**config.mk**
```make
export PLATFORM = sky130hd
export DESIGN_NAME = midi_note_voice_allocator
export DESIGN_NICKNAME = d
export VERILOG_FILES = /design/src/design/mnva_pkg.sv /design/src/design/mnva_ram.sv /design/src/design/mnva_parser.sv /design/src/design/mnva_fifo.sv /design/src/design/mnva_exec.sv /design/src/design/midi_note_voice_allocator.sv
export SDC_FILE = /design/constraint.sdc
export NUM_CORES = 2
export LEC_CHECK = 0
export ABC_AREA = 1
export BUFFER_PORTS_ARGS = -buffer_cell sky130_fd_sc_hd__buf_2
export CAP_MARGIN = 20
export CORE_MARGIN = 3
export CORE_UTILIZATION = 51
export CTS_CLUSTER_SIZE = 10
export DETAILED_ROUTE_END_ITERATION = 7
export PLACE_DENSITY_LB_ADDON = 0.2
export SLEW_MARGIN = 0
export SYNTH_ARGS = -nofsm -noshare
export SYNTH_HDL_FRONTEND = slang
export SYNTH_SLANG_ARGS = --single-unit
```
**constraint.sdc**
```tcl
create_clock -name clk -period 5.7 [get_ports clk]
set_input_delay 0.285 -clock clk [delete_from_list [all_inputs] [get_ports clk]]
set_output_delay 0.285 -clock clk [all_outputs]
set_load 0.01 [all_outputs]
```
**src/design/mnva_pkg.sv**
```systemverilog
// ----------------------------------------------------------------------------
// mnva_pkg
// Shared types, codes and the key-to-frequency function of the MIDI note
// voice allocator.
// ----------------------------------------------------------------------------
package mnva_pkg;

  // Command codes on the result port.
  localparam logic [1:0] CMD_ON    = 2'd0;
  localparam logic [1:0] CMD_OFF   = 2'd1;
  localparam logic [1:0] CMD_PRESS = 2'd2;

  // A free voice holds this marker.
  localparam logic [15:0] FREE_VOICE = 16'hFFFF;

  // Keys below LOW_KEY sound at LOW_FREQ.
  localparam logic [6:0]  LOW_KEY          = 7'd36;
  localparam logic [15:0] LOW_FREQ         = 16'd60;
  localparam int          NOTES_PER_OCTAVE = 12;
  localparam int          NUM_OCTAVES      = 8;

  // Width of the channel field in a status byte.
  localparam int CHAN_W = 4;

  // Depth of the request queue between parser and executor.
  localparam int QDEPTH = 2;

  // One request from the parser to the executor.
  typedef struct packed {
    logic [1:0]        cmd;
    logic [CHAN_W-1:0] chan;
    logic [15:0]       freq;
    logic [6:0]        pressure;
  } req_t;

  // Base frequencies of the lowest octave, C2 to B2, in whole hertz.
  function automatic logic [15:0] base_freq(input logic [3:0] note);
    logic [15:0] f;
    begin
      case (note)
        4'd0:    f = 16'd65;
        4'd1:    f = 16'd69;
        4'd2:    f = 16'd73;
        4'd3:    f = 16'd78;
        4'd4:    f = 16'd82;
        4'd5:    f = 16'd87;
        4'd6:    f = 16'd93;
        4'd7:    f = 16'd98;
        4'd8:    f = 16'd104;
        4'd9:    f = 16'd110;
        4'd10:   f = 16'd117;
        4'd11:   f = 16'd123;
        default: f = 16'd0;
      endcase
      base_freq = f;
    end
  endfunction

  // Key to frequency: the octave is found by comparing against constant
  // thresholds, the note within the octave by subtracting the octave's offset.
  function automatic logic [15:0] key_to_freq(input logic [6:0] key);
    logic [6:0] k;
    logic [2:0] oct;
    logic [6:0] note;
    begin
      k   = key - LOW_KEY;
      oct = 3'd0;
      for (int i = 1; i < NUM_OCTAVES; i++) begin
        if (k >= 7'(i * NOTES_PER_OCTAVE)) begin
          oct = 3'(i);
        end
      end
      note = k - 7'(32'(oct) * NOTES_PER_OCTAVE);
      if (key < LOW_KEY) begin
        key_to_freq = LOW_FREQ;
      end else begin
        key_to_freq = base_freq(note[3:0]) << oct;
      end
    end
  endfunction

endpackage

```
**src/design/mnva_ram.sv**
```systemverilog
// ----------------------------------------------------------------------------
// mnva_ram
// Generic single write port, single read port RAM with registered read data.
// ----------------------------------------------------------------------------
module mnva_ram #(
  parameter int WIDTH = 16,
  parameter int DEPTH = 64,
  parameter int AW    = (DEPTH > 1) ? $clog2(DEPTH) : 1
) (
  input  logic             clk,
  input  logic             we,
  input  logic [AW-1:0]    waddr,
  input  logic [WIDTH-1:0] wdata,
  input  logic             re,
  input  logic [AW-1:0]    raddr,
  output logic [WIDTH-1:0] rdata
);

  logic [WIDTH-1:0] mem [DEPTH];

  // Write port.
  always_ff @(posedge clk) begin
    if (we) begin
      mem[waddr] <= wdata;
    end
  end

  // Registered read port.
  always_ff @(posedge clk) begin
    if (re) begin
      rdata <= mem[raddr];
    end
  end

endmodule

```
**src/design/mnva_parser.sv**
```systemverilog
// ----------------------------------------------------------------------------
// mnva_parser
// Front end: takes MIDI bytes, tracks the message being received and hands
// each complete note-on, note-off or poly pressure message on as a request.
// ----------------------------------------------------------------------------
module mnva_parser #(
  parameter int NUM_CHANNELS = 8
) (
  input  logic              clk,
  input  logic              rst,
  input  logic              push,
  input  logic [7:0]        midi_byte,
  input  logic              q_full,
  output logic              full,
  output logic              q_push,
  output mnva_pkg::req_t    q_data
);

  // Message types being received.
  localparam logic [2:0] MODE_IDLE     = 3'd0;
  localparam logic [2:0] MODE_NOTE_OFF = 3'd1;
  localparam logic [2:0] MODE_NOTE_ON  = 3'd2;
  localparam logic [2:0] MODE_POLY     = 3'd3;
  localparam logic [2:0] MODE_CC       = 3'd4;
  localparam logic [2:0] MODE_PROG     = 3'd5;
  localparam logic [2:0] MODE_CHPRESS  = 3'd6;
  localparam logic [2:0] MODE_BEND     = 3'd7;

  localparam logic [mnva_pkg::CHAN_W-1:0] LAST_CHAN =
    mnva_pkg::CHAN_W'(NUM_CHANNELS - 1);

  logic [2:0]                  parse_mode;
  logic [1:0]                  byte_step;
  logic [mnva_pkg::CHAN_W-1:0] held_channel;
  logic [6:0]                  held_key;

  logic                        accept;
  logic [6:0]                  data7;
  logic [2:0]                  mode_next;
  logic [mnva_pkg::CHAN_W-1:0] chan_fold;

  assign full   = q_full;
  assign accept = push && !q_full;
  assign data7  = midi_byte[6:0];

  // Decode the message type from a status byte.
  always_comb begin
    case (midi_byte[7:4])
      4'h8:    mode_next = MODE_NOTE_OFF;
      4'h9:    mode_next = MODE_NOTE_ON;
      4'hA:    mode_next = MODE_POLY;
      4'hB:    mode_next = MODE_CC;
      4'hC:    mode_next = MODE_PROG;
      4'hD:    mode_next = MODE_CHPRESS;
      4'hE:    mode_next = MODE_BEND;
      default: mode_next = MODE_IDLE;
    endcase
    chan_fold = (midi_byte[3:0] > LAST_CHAN) ? LAST_CHAN : midi_byte[3:0];
  end

  // A request leaves on the second data byte of a note or pressure message.
  always_comb begin
    q_push = accept && (parse_mode != MODE_IDLE) && (byte_step == 2'd2) &&
             (parse_mode == MODE_NOTE_OFF || parse_mode == MODE_NOTE_ON ||
              parse_mode == MODE_POLY);
    case (parse_mode)
      MODE_NOTE_ON:  q_data.cmd = mnva_pkg::CMD_ON;
      MODE_NOTE_OFF: q_data.cmd = mnva_pkg::CMD_OFF;
      default:       q_data.cmd = mnva_pkg::CMD_PRESS;
    endcase
    q_data.chan     = held_channel;
    q_data.freq     = mnva_pkg::key_to_freq(held_key);
    q_data.pressure = data7;
  end

  // Message tracking.
  always_ff @(posedge clk) begin
    if (rst) begin
      parse_mode   <= MODE_IDLE;
      byte_step    <= 2'd0;
      held_channel <= '0;
      held_key     <= '0;
    end else if (accept) begin
      if (parse_mode == MODE_IDLE) begin
        if (midi_byte[7]) begin
          parse_mode   <= mode_next;
          held_channel <= chan_fold;
          byte_step    <= (mode_next == MODE_IDLE) ? 2'd0 : 2'd1;
        end
      end else if (byte_step <= 2'd1) begin
        held_key <= data7;
        if (parse_mode == MODE_PROG || parse_mode == MODE_CHPRESS) begin
          parse_mode <= MODE_IDLE;
          byte_step  <= 2'd0;
        end else begin
          byte_step <= 2'd2;
        end
      end else begin
        parse_mode <= MODE_IDLE;
        byte_step  <= 2'd0;
      end
    end
  end

endmodule

```
**src/design/mnva_fifo.sv**
```systemverilog
// ----------------------------------------------------------------------------
// mnva_fifo
// Short request queue between the parser and the voice executor.
// ----------------------------------------------------------------------------
module mnva_fifo (
  input  logic           clk,
  input  logic           rst,
  input  logic           wr_en,
  input  mnva_pkg::req_t wr_data,
  input  logic           rd_en,
  output mnva_pkg::req_t rd_data,
  output logic           q_full,
  output logic           q_empty
);

  localparam int PW = (mnva_pkg::QDEPTH > 1) ? $clog2(mnva_pkg::QDEPTH) : 1;
  localparam int CW = $clog2(mnva_pkg::QDEPTH + 1);

  mnva_pkg::req_t slots [mnva_pkg::QDEPTH];
  logic [PW-1:0]  wptr;
  logic [PW-1:0]  rptr;
  logic [CW-1:0]  count;

  logic do_wr;
  logic do_rd;

  assign q_full  = (32'(count) == mnva_pkg::QDEPTH);
  assign q_empty = (count == '0);
  assign do_wr   = wr_en && !q_full;
  assign do_rd   = rd_en && !q_empty;
  assign rd_data = slots[rptr];

  // Storage.
  always_ff @(posedge clk) begin
    if (do_wr) begin
      slots[wptr] <= wr_data;
    end
  end

  // Pointers and fill count.
  always_ff @(posedge clk) begin
    if (rst) begin
      wptr  <= '0;
      rptr  <= '0;
      count <= '0;
    end else begin
      if (do_wr) begin
        wptr <= (32'(wptr) == mnva_pkg::QDEPTH - 1) ? '0 : wptr + PW'(1);
      end
      if (do_rd) begin
        rptr <= (32'(rptr) == mnva_pkg::QDEPTH - 1) ? '0 : rptr + PW'(1);
      end
      if (do_wr && !do_rd) begin
        count <= count + CW'(1);
      end else if (do_rd && !do_wr) begin
        count <= count - CW'(1);
      end
    end
  end

endmodule

```
**src/design/mnva_exec.sv**
```systemverilog
// ----------------------------------------------------------------------------
// mnva_exec
// Back end: holds the voice counts and the voice table, searches a channel's
// voices one per cycle for each request and produces the result.
// ----------------------------------------------------------------------------
module mnva_exec #(
  parameter int NUM_CHANNELS = 8,
  parameter int MAX_VOICES   = 8
) (
  input  logic           clk,
  input  logic           rst,
  input  logic           cfg_we,
  input  logic [2:0]     cfg_index,
  input  logic [3:0]     cfg_data,
  input  logic           q_empty,
  input  mnva_pkg::req_t q_data,
  output logic           q_pop,
  input  logic           pop,
  output logic           empty,
  output logic [1:0]     command,
  output logic [2:0]     chan_index,
  output logic [2:0]     voice_index,
  output logic [15:0]    tone_freq,
  output logic [6:0]     pressure
);

  localparam int DEPTH = NUM_CHANNELS * MAX_VOICES;
  localparam int AW    = (DEPTH > 1) ? $clog2(DEPTH) : 1;
  localparam int NW    = $clog2(MAX_VOICES + 1);

  localparam logic [1:0] ST_IDLE  = 2'd0;
  localparam logic [1:0] ST_ISSUE = 2'd1;
  localparam logic [1:0] ST_CHECK = 2'd2;

  logic [3:0]     voice_count [NUM_CHANNELS];
  logic [1:0]     state;
  mnva_pkg::req_t job;
  logic [NW-1:0]  v;
  logic [DEPTH-1:0] written;
  logic           rd_free_q;
  logic [AW-1:0]  rd_addr_q;
  logic           out_valid;

  logic [3:0]     cnt_raw;
  logic [NW-1:0]  n_act;
  logic [NW-1:0]  v_rd;
  logic [NW-1:0]  v_inc;
  logic [AW-1:0]  rd_addr;
  logic           rd_en;
  logic [15:0]    ram_q;
  logic [15:0]    cur;
  logic [15:0]    target;
  logic           hit;
  logic           wr_en;
  logic [15:0]    wr_data;

  // Voice count registers, one per channel.
  always_ff @(posedge clk) begin
    if (rst) begin
      for (int c = 0; c < NUM_CHANNELS; c++) begin
        voice_count[c] <= 4'd1;
      end
    end else if (cfg_we) begin
      for (int c = 0; c < NUM_CHANNELS; c++) begin
        if (32'(cfg_index) == c) begin
          voice_count[c] <= cfg_data;
        end
      end
    end
  end

  // Active voices of the request's channel, clamped to the table size.
  always_comb begin
    cnt_raw = 4'd0;
    for (int c = 0; c < NUM_CHANNELS; c++) begin
      if (32'(job.chan) == c) begin
        cnt_raw = voice_count[c];
      end
    end
    n_act = (32'(cnt_raw) > MAX_VOICES) ? NW'(MAX_VOICES) : NW'(cnt_raw);
  end

  // Search compare on the voice read last cycle.
  always_comb begin
    cur     = rd_free_q ? mnva_pkg::FREE_VOICE : ram_q;
    target  = (job.cmd == mnva_pkg::CMD_ON) ? mnva_pkg::FREE_VOICE : job.freq;
    hit     = (state == ST_CHECK) && (cur == target);
    v_inc   = v + NW'(1);
    v_rd    = (state == ST_CHECK) ? v_inc : '0;
    rd_addr = AW'(32'(job.chan) * MAX_VOICES + 32'(v_rd));
    rd_en   = ((state == ST_ISSUE) && (n_act != '0)) ||
              ((state == ST_CHECK) && !hit && (v_inc < n_act));
    wr_en   = hit && (job.cmd != mnva_pkg::CMD_PRESS);
    wr_data = (job.cmd == mnva_pkg::CMD_ON) ? job.freq : mnva_pkg::FREE_VOICE;
    q_pop   = (state == ST_IDLE) && !q_empty && !out_valid;
  end

  mnva_ram #(
    .WIDTH (16),
    .DEPTH (DEPTH)
  ) u_voice_ram (
    .clk   (clk),
    .we    (wr_en),
    .waddr (rd_addr_q),
    .wdata (wr_data),
    .re    (rd_en),
    .raddr (rd_addr),
    .rdata (ram_q)
  );

  // An entry that was never written reads as a free voice.
  always_ff @(posedge clk) begin
    if (rst) begin
      written <= '0;
    end else if (wr_en) begin
      written[rd_addr_q] <= 1'b1;
    end
  end

  // Read-side tags that travel with the registered RAM data.
  always_ff @(posedge clk) begin
    if (rd_en) begin
      rd_free_q <= !written[rd_addr];
      rd_addr_q <= rd_addr;
    end
  end

  // Request sequencer.
  always_ff @(posedge clk) begin
    if (rst) begin
      state <= ST_IDLE;
      v     <= '0;
    end else begin
      case (state)
        ST_IDLE: begin
          if (q_pop) begin
            state <= ST_ISSUE;
          end
        end
        ST_ISSUE: begin
          v     <= '0;
          state <= (n_act != '0) ? ST_CHECK : ST_IDLE;
        end
        ST_CHECK: begin
          if (rd_en) begin
            v <= v_inc;
          end else begin
            state <= ST_IDLE;
          end
        end
        default: state <= ST_IDLE;
      endcase
    end
  end

  // Request held while it is worked on.
  always_ff @(posedge clk) begin
    if (q_pop) begin
      job <= q_data;
    end
  end

  // Result register.
  always_ff @(posedge clk) begin
    if (rst) begin
      out_valid <= 1'b0;
    end else if (hit) begin
      out_valid <= 1'b1;
    end else if (pop) begin
      out_valid <= 1'b0;
    end
  end

  always_ff @(posedge clk) begin
    if (hit) begin
      command     <= job.cmd;
      chan_index  <= 3'(job.chan);
      voice_index <= 3'(v);
      tone_freq   <= (job.cmd == mnva_pkg::CMD_ON) ? job.freq : 16'd0;
      pressure    <= (job.cmd == mnva_pkg::CMD_PRESS) ? job.pressure : 7'd0;
    end
  end

  assign empty = !out_valid;

endmodule

```
**src/design/midi_note_voice_allocator.sv**
```systemverilog
// ----------------------------------------------------------------------------
// midi_note_voice_allocator
// MIDI byte parser with per-channel polyphonic voice allocation.
// ----------------------------------------------------------------------------
// Bytes are taken one per cycle while the request queue has room.
// The executor works on one request at a time, searching one voice per cycle,
// and waits while a result is not yet popped.
// Reset clears parser state, the queue and the voice valid bits at once;
// voice counts return to 1. There is no clearing pass.
module midi_note_voice_allocator #(
  parameter int NUM_CHANNELS = 8,
  parameter int MAX_VOICES   = 8
) (
  input  logic        clk,
  input  logic        rst,
  input  logic        push,
  output logic        full,
  input  logic [7:0]  midi_byte,
  input  logic        cfg_we,
  input  logic [2:0]  cfg_index,
  input  logic [3:0]  cfg_data,
  output logic        empty,
  input  logic        pop,
  output logic [1:0]  command,
  output logic [2:0]  chan_index,
  output logic [2:0]  voice_index,
  output logic [15:0] tone_freq,
  output logic [6:0]  pressure
);

  logic           q_push;
  mnva_pkg::req_t q_wdata;
  logic           q_full;
  logic           q_empty;
  logic           q_pop;
  mnva_pkg::req_t q_rdata;

  // Front end: message parser.
  mnva_parser #(
    .NUM_CHANNELS (NUM_CHANNELS)
  ) u_parser (
    .clk       (clk),
    .rst       (rst),
    .push      (push),
    .midi_byte (midi_byte),
    .q_full    (q_full),
    .full      (full),
    .q_push    (q_push),
    .q_data    (q_wdata)
  );

  // Request queue.
  mnva_fifo u_fifo (
    .clk     (clk),
    .rst     (rst),
    .wr_en   (q_push),
    .wr_data (q_wdata),
    .rd_en   (q_pop),
    .rd_data (q_rdata),
    .q_full  (q_full),
    .q_empty (q_empty)
  );

  // Back end: voice search and result.
  mnva_exec #(
    .NUM_CHANNELS (NUM_CHANNELS),
    .MAX_VOICES   (MAX_VOICES)
  ) u_exec (
    .clk         (clk),
    .rst         (rst),
    .cfg_we      (cfg_we),
    .cfg_index   (cfg_index),
    .cfg_data    (cfg_data),
    .q_empty     (q_empty),
    .q_data      (q_rdata),
    .q_pop       (q_pop),
    .pop         (pop),
    .empty       (empty),
    .command     (command),
    .chan_index  (chan_index),
    .voice_index (voice_index),
    .tone_freq   (tone_freq),
    .pressure    (pressure)
  );

endmodule

```
==> impl_metrics.tcl <==
set metrics [dict create \
    die_span_x_um 318 \
    layout-area-overhead-vs-synth_pct 12.5 \
    nFillCells 7632 \
    synth_cell_type_count 43 \
    nets 4240 \
    crit_buf_inv 4 \
    cts_made_buffers 141 \
    power_internal_mw 16.6 \
    critical_path.reg2reg.endpoint "u_exec.u_voice_ram.mem[6][4]" \
    clk_pin_slew_worst_setup_hold_paths_ps 50 \
    clock_path_buffers 3 \
    pwr-share-seq_pct 44.6 \
    wire_length_of_the_first_global_routing_pass_mm 194 \
    final_slew_viol_count 0 \
    cp.required_ps 6120 \
    antenna_found_initial 2 \
    yosys.area.top_type_share_pct 68.0 \
    largest_driver_fanout_on_the_critical_path 48 \
    totalNegativeSetupSlack_ps 0 \
    critical_path.top_delay_family "simple AND/OR/NAND/NOR gates" \
    worst_setup_path_start_kind "flip-flop" \
    grt_setup_unrepaired "false" \
    pnr_total_power_mw 24.4 \
    avgSynthCellArea_um2 12.0 \
    critical_path.reg2reg.startpoint "u_exec.job[27]" \
    maxCapViolations 0 \
    setup.reg_to_reg.worst_slack_ps 1750 \
    hpwl_mm 75.0 \
    endpoint_kind "flip-flop" \
    cts_root_buf "sky130_fd_sc_hd__clkbuf_16" \
    synth.yosys.seq_area_share_pct 71.7 \
    die_outline_area_um2 101000 \
    via_per_inst 5.86 \
    power.switching_mw 7.76 \
    worst_ep_arrival_time_ps 4370 \
    irDropWorstVdd_mv 0.300 \
    final-setup-viol-count 0 \
    maxClockFrequency_mhz 253 \
    residual_antenna_violating_net_count_after_detailed_routing 0 \
    cellPowerDensity_nw_per_um2 436 \
    stdcell_area_um2 55800 \
    row_count 113 \
    cpMaxStageDelayCell "sky130_fd_sc_hd__buf_4" \
    finalCritPeriodShare_pct 69.4 \
    warnings_from_yosys 0 \
    number_of_global_route_vias_before_repair 31000 \
    path_depth_of_the_worst_reg2reg_path 12 \
    layout.core_utilization_pct 58.3 \
    starting_density_pct 51.9 \
    worst_skew_pair.late_latency_ps 750 \
    detailedRoute.firstPassIterationCount 6 \
    cts_max_level 4 \
    mapped_cell_area_um2 49600 \
    min_period_ps 3950 \
    num_io_pins 53 \
    global_route.usage.total_pct 25.2 \
    swShare_pct 31.9 \
    synth-seq-cells 1215 \
    clock_power_share_pct 33.4 \
    hold_violations 0 \
    drt_drc_violations_left 0 \
    critical_path.endpoint "u_exec.u_voice_ram.mem[6][4]" \
    worst_skew_ps 27.7 \
    routed-via-count 32600 \
    drt-total-wl_mm 129 \
    pin_count_of_the_biggest_net_entering_global_routing 158 \
    overflow 0 \
    synth.area.top_cells "sky130_fd_sc_hd__edfxtp_1, sky130_fd_sc_hd__nor2_1, sky130_fd_sc_hd__nand3_1" \
    cts_resized 0 \
    slew_headroom_pct 26.8 \
    die_y_um 318 \
    placed_cell_area_um2 51500 \
    timing.critical_path.depth 12 \
    timing.critical_path.from "u_exec.job[27]" \
    cp_cell_sequence "inv_2 > nand2_4 > buf_4 > o31ai_1 > nor4_1 > and3_1 > nand2_2 > nor2_8 > buf_4 > nand2_1 > nor2_1 > buf_4" \
    worst_slew_pin_slew_ps 1100 \
    numPortBuffers 50 \
    slowest_delay_ps 540 \
    most_frequently_used_flop_master_after_synthesis "sky130_fd_sc_hd__edfxtp_1" \
    place_congestion 0.867 \
    outcome "finished, final reports clean" \
    synthesized_instance_count 4123 \
    post_route_cells_drive_above_1_share_pct 14.1 \
    tritoncts "done" \
    comb_power_share_pct 22.0 \
    type_of_the_most_critical_hold_path "in2reg" \
    path_class "reg2reg" \
    number_of_flops_mapped_to_enable_cells_by_yosys 1124 \
    static-leakage-power_nw 18.7 \
    yosys.area.top_type "sky130_fd_sc_hd__edfxtp_1" \
    avgRoutedWirePerCell_um 23.3 \
    core_area_um2 95700 \
    clock-sinks 1215 \
    drt_iter0_drc 4047 \
    postSynth.asyncResetShare_pct 0 \
    cpMostUsedCell "sky130_fd_sc_hd__buf_4" \
]
## tightest hold or removal path, delay by kind of cell
kind	cells	cell delay, ps
AOI/OAI and AO/OA	3	310
buffers and inverters	2	170
## cell usage after synthesis (3+ instances only)
cell type / count
sky130_fd_sc_hd__edfxtp_1: 1124
sky130_fd_sc_hd__nor2_1: 742
sky130_fd_sc_hd__nand3_1: 552
sky130_fd_sc_hd__nand2_1: 278
sky130_fd_sc_hd__o21ai_0: 270
sky130_fd_sc_hd__o211ai_1: 248
sky130_fd_sc_hd__or2_2: 244
sky130_fd_sc_hd__clkbuf_1: 187
sky130_fd_sc_hd__inv_1: 141
sky130_fd_sc_hd__dfxtp_1: 91
sky130_fd_sc_hd__a21oi_1: 58
sky130_fd_sc_hd__buf_1: 36
sky130_fd_sc_hd__nor3_1: 19
sky130_fd_sc_hd__buf_2: 16
sky130_fd_sc_hd__ha_1: 16
sky130_fd_sc_hd__o21ai_1: 15
sky130_fd_sc_hd__xnor2_1: 14
sky130_fd_sc_hd__nand4_1: 11
sky130_fd_sc_hd__inv_2: 10
sky130_fd_sc_hd__nand2_2: 9
sky130_fd_sc_hd__a32o_1: 6
sky130_fd_sc_hd__xor2_1: 5
sky130_fd_sc_hd__buf_4: 4
sky130_fd_sc_hd__o22ai_1: 3
## per-stage QoR
step,instances,hold WS [ps],setup slack [ps]
floorplan,4124,384,1310
global placement,5304,430,1780
detailed placement,5305,439,1760
CTS,5562,78.5,1760
global route,5562,166,1530
finish,5564,96.1,1750
## registers in the layout, summed over array words and instances (netlist names), 4 cells and up
name / count
u_exec.v: 4
u_exec.job: 27
u_exec.tone_freq: 14
u_exec.voice_count: 32
u_exec.u_voice_ram.rdata: 15
u_exec.rd_addr_q: 6
u_parser.held_channel: 4
u_fifo.slots: 54
u_parser.held_key: 7
u_exec.pressure: 7
u_exec.u_voice_ram.mem: 960
u_exec.written: 64
## per-layer routing
| metal | vias to the layer above | routed length, µm | GRT usage (%) |
|---|---|---|---|
| met5 | - | 13 | 0 |
| met4 | 2 | 4250 | 9.06 |
| met3 | 248 | 11300 | 5.21 |
| met2 | 1391 | 60200 | 39.2 |
| met1 | 16000 | 53800 | 35.3 |
| li1 | 15000 | - | - |
## power groups by stage
stage               logic (mW)  registers [mW]  clock network (mW)
finish                    5.36            10.9                8.13
global placement          5.21            11.0                   0
detailed placement        5.26            11.0                   0
CTS                       5.29            10.8                8.22
global route              5.77            10.9                8.60
floorplan                 3.15            11.0                   0
## worst min-delay path by stage
stage	start	to	slack [ps]	cells past startpoint
2_1_floorplan	midi_byte[0]	u_fifo.slots[0][0]	380	0
3_3_place_gp	u_parser.held_channel[0]	u_fifo.slots[0][23]	430	0
3_5_place_dp	u_parser.held_channel[2]	u_fifo.slots[0][25]	440	0
4_1_cts	push	u_parser.byte_step[1]	80	5
5_1_grt	push	u_parser.byte_step[1]	170	5
6_report	push	u_parser.byte_step[1]	100	5
## layout make-up
| type | instances | area, µm² | share of cell area (%) |
|---|---|---|---|
| clock inverter | 15 | 186 | 0.334 |
| antenna | 2 | 5.00 | 0.00896 |
| sequential | 1215 | 35600 | 63.7 |
| tap | 1265 | 1580 | 2.83 |
| inverter | 154 | 598 | 1.07 |
| clock buffer | 221 | 3890 | 6.97 |
| timing repair buffer | 180 | 1390 | 2.48 |
| multi-input combinational | 2512 | 12600 | 22.6 |
## cell families after synthesis
family	after synthesis	synth area share [%]
and+or+nand+nor	1868	17.0
DFF	1215	71.7
AOI/OAI and AO/OA	607	7.48
buffers and inverters	397	3.08
xor gates and xnor gates	19	0.335
adders and majority gates	16	0.403
other	1	0.00756
## cell usage in the layout, fill, tap and decap left out, types with 3 or more instances in the layout
| cell type | netlist | layout |
|---|---|---|
| sky130_fd_sc_hd__o21ai_0 | 270 | 270 |
| sky130_fd_sc_hd__a21oi_1 | 58 | 58 |
| sky130_fd_sc_hd__nand4_1 | 11 | 11 |
| sky130_fd_sc_hd__xnor2_1 | 14 | 14 |
| sky130_fd_sc_hd__buf_2 | 16 | 49 |
| sky130_fd_sc_hd__clkinv_8 | 0 | 4 |
| sky130_fd_sc_hd__or2_2 | 244 | 244 |
| sky130_fd_sc_hd__inv_6 | 0 | 6 |
| sky130_fd_sc_hd__nand2_2 | 9 | 22 |
| sky130_fd_sc_hd__inv_16 | 0 | 3 |
| sky130_fd_sc_hd__ha_1 | 16 | 15 |
| sky130_fd_sc_hd__inv_1 | 141 | 140 |
| sky130_fd_sc_hd__dfxtp_1 | 91 | 91 |
| sky130_fd_sc_hd__clkbuf_16 | 0 | 143 |
| sky130_fd_sc_hd__o21ai_1 | 15 | 15 |
| sky130_fd_sc_hd__clkbuf_1 | 187 | 76 |
| sky130_fd_sc_hd__nor2_1 | 742 | 740 |
| sky130_fd_sc_hd__nor2_4 | 0 | 3 |
| sky130_fd_sc_hd__nand2_1 | 278 | 263 |
| sky130_fd_sc_hd__xor2_1 | 5 | 5 |
| sky130_fd_sc_hd__buf_4 | 4 | 101 |
| sky130_fd_sc_hd__inv_2 | 10 | 8 |
| sky130_fd_sc_hd__o22ai_1 | 3 | 3 |
| sky130_fd_sc_hd__a32o_1 | 6 | 6 |
| sky130_fd_sc_hd__buf_12 | 0 | 8 |
| sky130_fd_sc_hd__clkinv_1 | 2 | 3 |
| sky130_fd_sc_hd__nand3_1 | 552 | 552 |
| sky130_fd_sc_hd__dlygate4sd3_1 | 0 | 21 |
| sky130_fd_sc_hd__nor3_1 | 19 | 19 |
| sky130_fd_sc_hd__edfxtp_1 | 1124 | 1124 |
| sky130_fd_sc_hd__o211ai_1 | 248 | 248 |
## timing repair
action | 4_1_cts | 5_1_grt
endpoints found under the hold margin | 44 | 0
hold buffers | 21 | 0
setup buffers | 0 | 0
Power figures use the tool's default switching activity.
